$ cat src/hw/rtl/x86enc_pkg.sv
// Package for the x86-64 instruction encoder: form codes, encoding constants
// and the stage-to-stage structs. No dependencies.
package x86enc_pkg;

  typedef enum logic [2:0] {
    FORM_RR     = 3'd0,
    FORM_RI8    = 3'd1,
    FORM_RI32   = 3'd2,
    FORM_MEM    = 3'd3,
    FORM_MEM_D8 = 3'd4,
    FORM_MEM_D32 = 3'd5,
    FORM_ACC    = 3'd6,
    FORM_SINGLE = 3'd7
  } form_t;

  localparam logic [3:0] REX_HI      = 4'h4;   // upper nibble of REX (0x40)
  localparam logic [7:0] SIB_RSP     = 8'h24;  // SIB for rsp/r12 base
  localparam logic [5:0] OPC_IMM_GRP = 6'h20;  // 0x81 / 0x83 group
  localparam logic [2:0] RM_SP       = 3'd4;
  localparam logic [2:0] RM_BP       = 3'd5;

  localparam logic [1:0] MOD_IND = 2'd0;
  localparam logic [1:0] MOD_D8  = 2'd1;
  localparam logic [1:0] MOD_D32 = 2'd2;
  localparam logic [1:0] MOD_REG = 2'd3;

  // Trailing field length in bytes: 0, 1 or 4.
  localparam logic [2:0] IMM_NONE = 3'd0;
  localparam logic [2:0] IMM_B8   = 3'd1;
  localparam logic [2:0] IMM_B32  = 3'd4;

  typedef struct packed {
    logic        rex_en;
    logic [7:0]  rex;
    logic [7:0]  opc;
    logic        modrm_en;
    logic [7:0]  modrm;
    logic        sib_en;
    logic [2:0]  imm_len;
    logic [31:0] imm;
  } dec_t;

  typedef struct packed {
    logic [31:0] head;      // prefix, opcode, ModRM, SIB packed low first
    logic [2:0]  head_cnt;  // 1..4
    logic [2:0]  imm_len;
    logic [31:0] imm;
  } head_t;

endpackage

$ cat src/hw/rtl/x86enc_decode.sv
// Stage 1: field decode into REX, opcode, ModRM, SIB and trailing field.
// Depends on x86enc_pkg.
module x86enc_decode (
  input  logic                clk,
  input  logic                rst_n,
  input  logic                in_vld,
  input  logic [2:0]          func,
  input  logic                wide,
  input  logic [3:0]          rm_register,
  input  logic [3:0]          reg_register,
  input  logic [7:0]          opcode_value,
  input  logic                load_direction,
  input  logic [31:0]         immediate,
  output logic                vld_r,
  output x86enc_pkg::dec_t    dec_r
);

  x86enc_pkg::dec_t dec_nxt;
  logic             rex_w;
  logic             rex_r;
  logic             rex_b;
  logic [1:0]       mod;
  logic [2:0]       modrm_reg;

  always_comb begin
    dec_nxt   = '0;
    rex_w     = wide;
    rex_r     = reg_register[3];
    rex_b     = rm_register[3];
    mod       = x86enc_pkg::MOD_REG;
    modrm_reg = reg_register[2:0];
    dec_nxt.modrm_en = 1'b1;
    dec_nxt.imm_len  = x86enc_pkg::IMM_NONE;
    dec_nxt.imm      = immediate;
    dec_nxt.opc      = {opcode_value[5:0], 1'b0, 1'b1};
    unique case (x86enc_pkg::form_t'(func)) inside
      x86enc_pkg::FORM_RR: begin
      end
      x86enc_pkg::FORM_RI8: begin
        rex_r            = 1'b0;
        modrm_reg        = opcode_value[2:0];
        dec_nxt.opc      = {x86enc_pkg::OPC_IMM_GRP, 1'b1, 1'b1};
        dec_nxt.imm_len  = x86enc_pkg::IMM_B8;
      end
      x86enc_pkg::FORM_RI32: begin
        rex_r            = 1'b0;
        modrm_reg        = opcode_value[2:0];
        dec_nxt.opc      = {x86enc_pkg::OPC_IMM_GRP, 1'b0, 1'b1};
        dec_nxt.imm_len  = x86enc_pkg::IMM_B32;
      end
      x86enc_pkg::FORM_MEM, x86enc_pkg::FORM_MEM_D8, x86enc_pkg::FORM_MEM_D32: begin
        dec_nxt.opc    = {opcode_value[5:0], load_direction, 1'b1};
        dec_nxt.sib_en = (rm_register[2:0] == x86enc_pkg::RM_SP);
        if (func == x86enc_pkg::FORM_MEM_D32) begin
          mod             = x86enc_pkg::MOD_D32;
          dec_nxt.imm_len = x86enc_pkg::IMM_B32;
        end else if (func == x86enc_pkg::FORM_MEM_D8) begin
          mod             = x86enc_pkg::MOD_D8;
          dec_nxt.imm_len = x86enc_pkg::IMM_B8;
        end else if (rm_register[2:0] == x86enc_pkg::RM_BP) begin
          // rbp/r13 base has no plain indirect mode: use disp8 of zero
          mod             = x86enc_pkg::MOD_D8;
          dec_nxt.imm_len = x86enc_pkg::IMM_B8;
          dec_nxt.imm     = '0;
        end else begin
          mod             = x86enc_pkg::MOD_IND;
        end
      end
      x86enc_pkg::FORM_ACC: begin
        rex_r            = 1'b0;
        rex_b            = 1'b0;
        dec_nxt.modrm_en = 1'b0;
        dec_nxt.imm_len  = x86enc_pkg::IMM_B32;
      end
      x86enc_pkg::FORM_SINGLE: begin
        rex_w            = 1'b0;
        rex_r            = 1'b0;
        dec_nxt.modrm_en = 1'b0;
        dec_nxt.opc      = opcode_value | {5'd0, rm_register[2:0]};
      end
      default: begin
      end
    endcase
    dec_nxt.rex    = {x86enc_pkg::REX_HI, rex_w, rex_r, 1'b0, rex_b};
    dec_nxt.rex_en = rex_w | rex_r | rex_b;
    dec_nxt.modrm  = {mod, modrm_reg, rm_register[2:0]};
  end

  always_ff @(posedge clk) begin
    if (!rst_n) begin
      vld_r <= 1'b0;
    end else begin
      vld_r <= in_vld;
    end
  end

  always_ff @(posedge clk) begin
    dec_r <= dec_nxt;
  end

endmodule

$ cat src/hw/rtl/x86enc_pack.sv
// Stage 2: packs REX, opcode, ModRM and SIB into a head word with its count.
// Depends on x86enc_pkg.
module x86enc_pack (
  input  logic                clk,
  input  logic                rst_n,
  input  logic                vld,
  input  x86enc_pkg::dec_t    dec,
  output logic                vld_r,
  output x86enc_pkg::head_t   hd_r
);

  x86enc_pkg::head_t hd_nxt;
  logic [31:0]       h0;
  logic [31:0]       h1;
  logic [2:0]        c0;
  logic [2:0]        c1;

  always_comb begin
    if (dec.rex_en) begin
      h0 = {16'd0, dec.opc, dec.rex};
      c0 = 3'd2;
    end else begin
      h0 = {24'd0, dec.opc};
      c0 = 3'd1;
    end
    if (dec.modrm_en) begin
      h1 = h0 | ({24'd0, dec.modrm} << {c0[1:0], 3'b000});
      c1 = c0 + 3'd1;
    end else begin
      h1 = h0;
      c1 = c0;
    end
    hd_nxt.imm_len = dec.imm_len;
    hd_nxt.imm     = dec.imm;
    if (dec.sib_en) begin
      hd_nxt.head     = h1 | ({24'd0, x86enc_pkg::SIB_RSP} << {c1[1:0], 3'b000});
      hd_nxt.head_cnt = c1 + 3'd1;
    end else begin
      hd_nxt.head     = h1;
      hd_nxt.head_cnt = c1;
    end
  end

  always_ff @(posedge clk) begin
    if (!rst_n) begin
      vld_r <= 1'b0;
    end else begin
      vld_r <= vld;
    end
  end

  always_ff @(posedge clk) begin
    hd_r <= hd_nxt;
  end

endmodule

$ cat src/hw/rtl/x86enc_merge.sv
// Stage 3: appends the immediate/displacement after the head, output register.
// Depends on x86enc_pkg.
module x86enc_merge (
  input  logic                clk,
  input  logic                rst_n,
  input  logic                vld,
  input  x86enc_pkg::head_t   hd,
  output logic                out_valid,
  output logic [63:0]         out_code_bytes,
  output logic [3:0]          out_byte_count
);

  logic [31:0] imm_m;
  logic [63:0] code_nxt;
  logic [3:0]  cnt_nxt;
  logic        valid_r;
  logic [63:0] code_r;
  logic [3:0]  cnt_r;

  always_comb begin
    case (hd.imm_len)
      x86enc_pkg::IMM_B8:  imm_m = {24'd0, hd.imm[7:0]};
      x86enc_pkg::IMM_B32: imm_m = hd.imm;
      default:             imm_m = '0;
    endcase
    code_nxt = {32'd0, hd.head} | ({32'd0, imm_m} << {hd.head_cnt, 3'b000});
    cnt_nxt  = {1'b0, hd.head_cnt} + {1'b0, hd.imm_len};
  end

  always_ff @(posedge clk) begin
    if (!rst_n) begin
      valid_r <= 1'b0;
    end else begin
      valid_r <= vld;
    end
  end

  always_ff @(posedge clk) begin
    code_r <= code_nxt;
    cnt_r  <= cnt_nxt;
  end

  assign out_valid      = valid_r;
  assign out_code_bytes = code_r;
  assign out_byte_count = cnt_r;

endmodule

$ cat src/hw/rtl/x86_64_instruction_encoder_core.sv
// Channel  | Ports                                             | Handshake
// ---------+---------------------------------------------------+---------------------------
// input    | in_func in_wide in_rm_register in_reg_register    | start & !busy
//          | in_opcode_value in_load_direction in_immediate    |
// result   | out_code_bytes out_byte_count                     | out_valid, one-cycle strobe
//
// One instruction per cycle; busy stays low. Each instruction passes decode,
// head pack and immediate merge, each ending in a register; out_valid is the
// valid bit of the merge register. Synchronous reset clears the valid bits of
// all stages; nothing else is kept. The receiver cannot stall, so the pipeline
// advances every cycle.
// Depends on x86enc_pkg, x86enc_decode, x86enc_pack, x86enc_merge.
module x86_64_instruction_encoder_core (
  input  logic        clk,
  input  logic        rst_n,
  input  logic        start,
  output logic        busy,
  input  logic [2:0]  in_func,
  input  logic        in_wide,
  input  logic [3:0]  in_rm_register,
  input  logic [3:0]  in_reg_register,
  input  logic [7:0]  in_opcode_value,
  input  logic        in_load_direction,
  input  logic [31:0] in_immediate,
  output logic        out_valid,
  output logic [63:0] out_code_bytes,
  output logic [3:0]  out_byte_count
);

  logic              s1_vld;
  logic              s2_vld;
  x86enc_pkg::dec_t  s1_dec;
  x86enc_pkg::head_t s2_hd;

  assign busy = 1'b0;

  x86enc_decode u_decode (
    .clk            (clk),
    .rst_n          (rst_n),
    .in_vld         (start & ~busy),
    .func           (in_func),
    .wide           (in_wide),
    .rm_register    (in_rm_register),
    .reg_register   (in_reg_register),
    .opcode_value   (in_opcode_value),
    .load_direction (in_load_direction),
    .immediate      (in_immediate),
    .vld_r          (s1_vld),
    .dec_r          (s1_dec)
  );

  x86enc_pack u_pack (
    .clk   (clk),
    .rst_n (rst_n),
    .vld   (s1_vld),
    .dec   (s1_dec),
    .vld_r (s2_vld),
    .hd_r  (s2_hd)
  );

  x86enc_merge u_merge (
    .clk            (clk),
    .rst_n          (rst_n),
    .vld            (s2_vld),
    .hd             (s2_hd),
    .out_valid      (out_valid),
    .out_code_bytes (out_code_bytes),
    .out_byte_count (out_byte_count)
  );

endmodule

$ cat config.mk
export PLATFORM = sky130hd
export DESIGN_NAME = x86_64_instruction_encoder_core
export DESIGN_NICKNAME = d
export VERILOG_FILES = /design/src/hw/rtl/x86enc_pkg.sv /design/src/hw/rtl/x86enc_decode.sv /design/src/hw/rtl/x86enc_pack.sv /design/src/hw/rtl/x86enc_merge.sv /design/src/hw/rtl/x86_64_instruction_encoder_core.sv
export SDC_FILE = /design/constraint.sdc
export NUM_CORES = 1
export LEC_CHECK = 0
export ABC_AREA = 1
export BUFFER_PORTS_ARGS = -buffer_cell sky130_fd_sc_hd__buf_4
export CORE_ASPECT_RATIO = 1.4
export CORE_UTILIZATION = 45
export CTS_BUF_LIST = sky130_fd_sc_hd__clkbuf_4 sky130_fd_sc_hd__clkbuf_8 sky130_fd_sc_hd__clkbuf_16
export DETAILED_ROUTE_END_ITERATION = 10
export GPL_TIMING_DRIVEN = 0
export PLACE_DENSITY = 0.77
export SLEW_MARGIN = 5
export SYNTH_ARGS = -nofsm -noshare
export SYNTH_HDL_FRONTEND = slang
export SYNTH_HIERARCHICAL = 1
export SYNTH_SLANG_ARGS = --single-unit
$ cat constraint.sdc
create_clock -name clk -period 2.1 [get_ports clk]
set_clock_uncertainty 0.1 [all_clocks]
set_input_delay 0.21 -clock clk [delete_from_list [all_inputs] [get_ports clk]]
set_output_delay 0.21 -clock clk [all_outputs]
set_load 0.02 [all_outputs]
==> metrics.md, run 1 <==
| Metric | Value |
|---|---|
| Post-Synth XOR/XNOR Area | 0.00243 |
| Number of I/O pins | 126 |
| Worst skew pair latency | 0.43 ns |
| Synth Area in Simple Gates | 0.300 |
| Number of I/O port buffers | ~120 |
| CTS max path bufs | 2 |
| Max FO, Critical Path | 9 |
| ANT nets after route | 0 |
| Yosys reg bits | 197 |
| Drc violations | 0 |
| Placed Instance Area | 8380 sq um |
| Buffers & Inverters on Critical Path | 4 |
| Wire per inst | 15.9 microns |
| Post-synthesis mux area share | 0 |
| CTS root buffer | clkbuf_16 |
| Die Width | between 100 and 150 microns |
| Starting Density | 0.461 |
| Pwr dens | 920 nW/um^2 |
| Yosys cell types | 36 |
| Nets | ~1100 |
| # setup viols final | 0 |
| CTS resizes | 0 |
| Commonest cells after routing, fill and taps aside | dfxtp_1, nand2_1, buf_4 |
| Fin area | slightly below 10000 sq um |
| Delay-heaviest family, CP | buffers and inverters |
| CTS tree | built |
| Startpoint types | input port |
| Max-slew violation count | 0 |
| Leading area contributor after synthesis | dfxtp_1 |
| FILL cells | 1334 |
| Setup repair after global routing missed its margin | no |
| Endpoints failing hold | 0 |
| Post-synth design cell area | 7200 sq um |
| Pre-antenna DRT Iters | 5 |
| Crit share post-route | 0.908 |
| Syn-to-layout area delta | 33.4% |
| Antenna violations before repair | 0 |
| Vias per inst | 4.86 |
| Dpl cells | 1149 |
| Compound-Gate Fraction of Synth Area | 0.0354 |
| Core area | between 15000 and 20000 sq um |
| Clock buffer count from CTS | 17 |
| HPWL Detailed | 14.5 mm |
| Setup TNS | 0 ns |
| Clock Sink Count | 197 |
| Max Cap Viol | 0 |
| VDD IR max | 0.498 mV |
| Number of core rows | 54 |
| Hold-fix buffers at CTS | 61 |
| Most used cell, CP | dlygate4sd3_1 |
| DRT iter0 DRCs | 378 |
| Clock Pin Slew Worst Setup and Hold Paths | 0.07 ns |
| Final Critical Period | 1.91 ns |
| Commonest non-fill, non-tap cell in the layout | dfxtp_1 |
| GP Congestion | 0.920 |
| Die Y | roughly 150 microns |
| Largest family of logic cells by synthesized area | simple AND/OR/NAND/NOR gates |
| Largest net degree at the start of global routing | 20 |
| Tightest Hold Check Type | in -> reg |
| Adder-Cell Fraction of Synth Area | 0.0149 |
| Congestion Overflow GR | 0 |
| Post-Route WL | 19.7 mm |
| Worst Path Arrival | 2.12 ns |
| # diodes | 0 |
| Layout Cells excl Fill | approximately 1200 |
| Hold Worst Slack | 0.0629 ns |
| Die Footprint | 16500 sq um |
| Sequential fraction of the synthesis area | 0.548 |
| Synth top area cells | dfxtp_1, nand2_1, nand3_1 |
| Gr usage total | 0.247 |
| Critical path class | in -> reg |
| Cell Chain, Critical Path | dlygate4sd3_1 -> buf_4 -> nand3_2 -> clkinv_1 -> o21ai_0 -> nand3_1 -> dlygate4sd3_1 |
| Post-Synthesis Cells | 826 |
| Synth top area share | 0.548 |
| CP Data Required Time | 2.31 ns |
| Fraction of layout cells with a size suffix above 1 | 0.246 |
| Least-Margin Pin Slew | 0.504 ns |
| Yosys warns | 6 |
| Syn Area/Cell | a little under 9 sq um |
| Fmax | 525 MHz |
| Status | completed |
| H-tree depth | 4 |
| Worst rel slew slack | 0.664 |
| Via count | 6033 |
| Crit end category | flip-flop |
| First-pass GRT wire length | 29.9 mm |
| Leakage power | 4.72 nW |
| Vias in the first global route | 5918 |
| Max incr delay on CP | 0.55 ns |
| Postcts setup bufs | 0 |
| Slowest CP cell | dlygate4sd3_1 |
[layer usage]
layer | vias to the layer above | part of all wire | track usage
li1 | 3005 | - | -
met1 | 2754 | 0.38 | 0.271
met2 | 229 | 0.53 | 0.446
met3 | 45 | 0.044 | 0.0359
met4 | 0 | 0.047 | 0.141
met5 | - | 0 | 0
[cells in the mapped netlist, drive strengths merged]
cell / instances
nor2: 67
conb: 3
nand2: 190
a21oi: 2
inv: 95
nand4: 24
o21a: 1
buf: 47
nand3: 141
nor3: 6
o211ai: 1
a21o: 8
xnor2: 2
clkinv: 1
o21ai: 22
ha: 7
fa: 1
o21bai: 8
clkbuf: 3
dfxtp: 197
[where the power goes]
part           leakage (nW)  internal, mW  switching (mW)
registers              1.64          4.04           0.131
clock network         0.297          1.81            1.48
logic                  2.78         0.570           0.796
total                  4.72          6.43            2.41
[final cells by class]
cell class	count	area, sq um	area share
Sequential cell	197	3940	0.411
Multi-Input combinational cell	487	2560	0.267
Timing Repair Buffer	184	1530	0.160
Clock buffer	17	425	0.0443
Inverter	96	368	0.0383
Buffer	50	340	0.0354
Tap cell	196	245	0.0255
Clock inverter	15	184	0.0192
[through the flow]
stage	utilization	setup WS, ns	power [mW]
2_1_floorplan	-	0.591	4.99
3_3_place_gp	0.537	0.425	5.49
3_5_place_dp	0.537	0.420	5.51
4_1_cts	0.615	0.218	8.89
5_1_grt	0.615	0.0815	9.21
6_report	0.615	0.193	8.83
[registers in the layout, summed over array words and instances (netlist names)]
register	cells
u_pack/hd_r	70
u_decode/dec_r	56
u_merge/out_valid	1
u_merge/out_byte_count	4
u_merge/out_code_bytes	64
u_pack/vld_r	1
u_decode/vld_r	1
[worst paths after layout]
check | start | end | slack, ns | cells past startpoint
hold / removal | in_func[0] | u_decode/dec_r[34] | 0.06 | 3
setup / recovery | in_func[2] | u_decode/dec_r[46] | 0.19 | 7
setup reg to reg | u_pack/hd_r[35] | u_merge/out_code_bytes[40] | 0.43 | 5
hold reg to reg | u_decode/dec_r[24] | u_pack/hd_r[24] | 0.22 | 0
[cell families after synthesis]
kind of cell             after synthesis
other                                  3
flip-flops                           197
AO/OA/AOI/OAI                         42
buffers and inverters                146
AND/OR/NAND/NOR                      428
adder cells (fa/ha/maj)                8
XOR/XNOR                               2
[worst min-delay path: cells and delay by family]
kind | cells | cell delay [ns]
simple gates | 1 | 0.09
compound gates | 1 | 0.09
buf+inv | 1 | 0.13
No activity file was read; power rests on OpenSTA's default activity.
==> run 2: changes to the inputs <==
Settings changed: CORE_UTILIZATION 45 to 50, PLACE_DENSITY 0.77 to 0.86.
Clock period 2.1 ns to 1.65 ns, I/O delays scaled along.
==> metrics.md, run 2 (synthesis results as in run 1) <==
| Metric | Value |
|---|---|
| Core area | 14000 sq um (-10%) |
| Via count | 6223 (+3.1%) |
| Clock buffer count from CTS | 17 (unchanged) |
| Fin area | 9650 sq um (+0.44%) |
| # setup viols final | 0 (unchanged) |
| Slowest CP cell | dfxtp_1 |
| Vias in the first global route | 6137 (+3.7%) |
| Commonest cells after routing, fill and taps aside | dfxtp_1, nand2_1, buf_4 |
| Cell Chain, Critical Path | inv_1 -> nand2_2 -> nand2_4 -> buf_6 -> nand4_1 -> nor2_1 -> nand2_1 -> nand2_1 |
| NetSw | 3.07 mW (+28%) |
| HPWL Detailed | 14.2 mm (-2.4%) |
| GP Congestion | 0.982 (+6.7%) |
| H-tree depth | 4 (unchanged) |
| Most used cell, CP | nand2_1 |
| Clk pwr share | 0.372 (about the same) |
| Switching Fraction | 0.271 (-0.00148) |
| DR WL met2 | 10.5 mm (+0.83%) |
| Commonest non-fill, non-tap cell in the layout | dfxtp_1 |
| Gr usage total | 0.291 (+0.0448) |
| Largest net degree at the start of global routing | 19 (-5.0%) |
| Status | completed |
| Final Critical Period | around 1.6 ns |
| Pre-antenna DRT Iters | 7 (+2) |
| Crit end category | flip-flop |
| Worst setup path end | u_merge/out_code_bytes[37] |
| Fraction of layout cells with a size suffix above 1 | 0.255 (+0.00932) |
| Tightest Hold Check Type | in -> reg |
| Die Footprint | 14900 sq um (-9.8%) |
| Top routing layer in use | met4 |
| Largest register by flop count | u_pack/hd_r |
| Antenna violations before repair | 0 (unchanged) |
| Syn-to-layout area delta | 34.0% |
| Startpoint types | flip-flop |
| Number of I/O port buffers | 123 (unchanged) |
| Max-slew violation count | 0 (unchanged) |
| Vias per inst | 5.05 (+4.0%) |
| Post-Route WL | 20.6 mm (+4.1%) |
| First-pass GRT wire length | 31.5 mm (+5.4%) |
| VDD IR max | 0.619 mV (+24%) |
| Number of I/O pins | 126 (unchanged) |
| Worst R2R Path Depth | 8 (+3) |
| Pwr dens | 1170 nW/um^2 (+28%) |
| Worst skew pair latency | 0.43 ns (about the same) |
| Flip-flop count of the largest register after layout | 70 (unchanged) |
| DRT iter0 DRCs | 478 (+26%) |
| Setup repair after global routing missed its margin | yes |
| Nets | 1098 (+0.091%) |
| Seq pwr share | 0.470 (-0.003) |
| Max FO, Critical Path | 10 (+1) |
| Dpl cells | 1138 (-0.96%) |
| # diodes | 0 (unchanged) |
| Reg2reg start | u_pack/hd_r[32] |
| Worst reg2reg path endpoint | u_merge/out_code_bytes[37] |
| Endpoints failing hold | 0 (unchanged) |
| Die Y | 144 microns (-5.1%) |
| Core Util, Final | 0.690 (+0.0749) |
| Congestion Overflow GR | 0 (unchanged) |
| Critical path class | reg -> reg |
| Placed Instance Area | 8370 sq um (-0.16%) |
| Starting Density | 0.515 (+0.0539) |
| Layout Cells excl Fill | 1232 (-0.81%) |
| Wire per inst | 16.7 microns (+5.0%) |
| CTS tree | built |
| Reg2reg setup slack | 0.02 ns (-0.41 ns) |
| Max Cap Viol | 0 (unchanged) |
| Routed length on met3 | 941 microns (+9.2%) |
| Drc violations | 0 (unchanged) |
| Comb power frac | 0.158 (+0.003) |
| Worst Path Arrival | 1.89 ns (-0.23 ns) |
| Clock Pin Slew Worst Setup and Hold Paths | 0.07 ns (about the same) |
| Fmax | 613 MHz |
| Cell Int Power | 8.26 mW (+28%) |
| Die Width | 103 microns (-5.0%) |
| CTS root buffer | clkbuf_16 |
| Number of core rows | 51 (-5.6%) |
| ANT nets after route | 0 (unchanged) |
| CP Data Required Time | 1.91 ns (-0.40 ns) |
| Routed metal-1 wire length | 7.70 mm (+2.0%) |
| CP startpoint | u_pack/hd_r[32] |
| Leakage power | 4.75 nW (+0.75%) |
| Crit share post-route | 0.989 |
| Clock Sink Count | 197 (unchanged) |
| Max incr delay on CP | 0.34 ns (-0.21 ns) |
| CTS max path bufs | 2 (unchanged) |
## run 2: cell type report
type / instances / area [sq um]
plain buffers: 49 / 350
clock buffers: 19 / 453
clock inverters: 13 / 161
fillers: 1004 / 4330
inverters: 96 / 368
multi-input cells: 487 / 2590
flip-flops and latches: 197 / 3950
well taps: 185 / 231
repair buffers: 186 / 1550
## run 2: metrics by stage
step,setup WS [ns],setup TNS (ns),hold WS [ns],total power [mW]
floorplan,0.141,0,0.0927,6.35
global placement,-0.0175,-0.0175,0.202,6.97
detailed placement,-0.0283,-0.0283,0.206,7.00
CTS,0.0118,0,0.00342,11.3
global route,-0.0295,-0.0824,0.0493,11.8
finish,0.0179,0,0.0295,11.3
## run 2: routing by layer
layer  up-vias  global-route usage
li1       3007                   -
met1      2829               0.312
met2       295               0.515
met3        92              0.0469
met4         0               0.199
met5         -                   0
## run 2: power groups by stage
stage               clock network [mW]  registers, mW  logic [mW]
finish                            4.22           5.32        1.79
floorplan                            0           5.59       0.764
global placement                     0           5.41        1.56
global route                      4.51           5.36        1.92
detailed placement                   0           5.42        1.58
CTS                               4.27           5.32        1.73
## run 2: worst max-delay path, delay by kind of cell, from the launching register on
kind	cells	cell delay [ns]
buf+inv	2	0.27
flops	1	0.34
simple gates	6	0.85
## run 2: worst min-delay path by stage
stage | cells past startpoint | to | slack, ns | startpoint
global route | 3 | u_decode/dec_r[32] | 0.05 | in_func[0]
detailed placement | 1 | u_decode/dec_r[38] | 0.21 | in_rm_register[2]
global placement | 1 | u_decode/dec_r[36] | 0.20 | in_rm_register[0]
CTS | 3 | u_decode/dec_r[34] | 0.003 | in_func[1]
finish | 3 | u_decode/dec_r[32] | 0.03 | in_func[0]
floorplan | 0 | u_decode/dec_r[36] | 0.09 | in_rm_register[0]
## run 2: timing repair
action | in CTS | in global routing
hold buffers | 62 | 0
gates cloned | 0 | 0
setup endpoints to repair | 2 | 28
endpoints found under the hold margin | 56 | 0
gates resized for setup | 4 | 12
pin swaps | 0 | 1
buffers inserted | 0 | 2
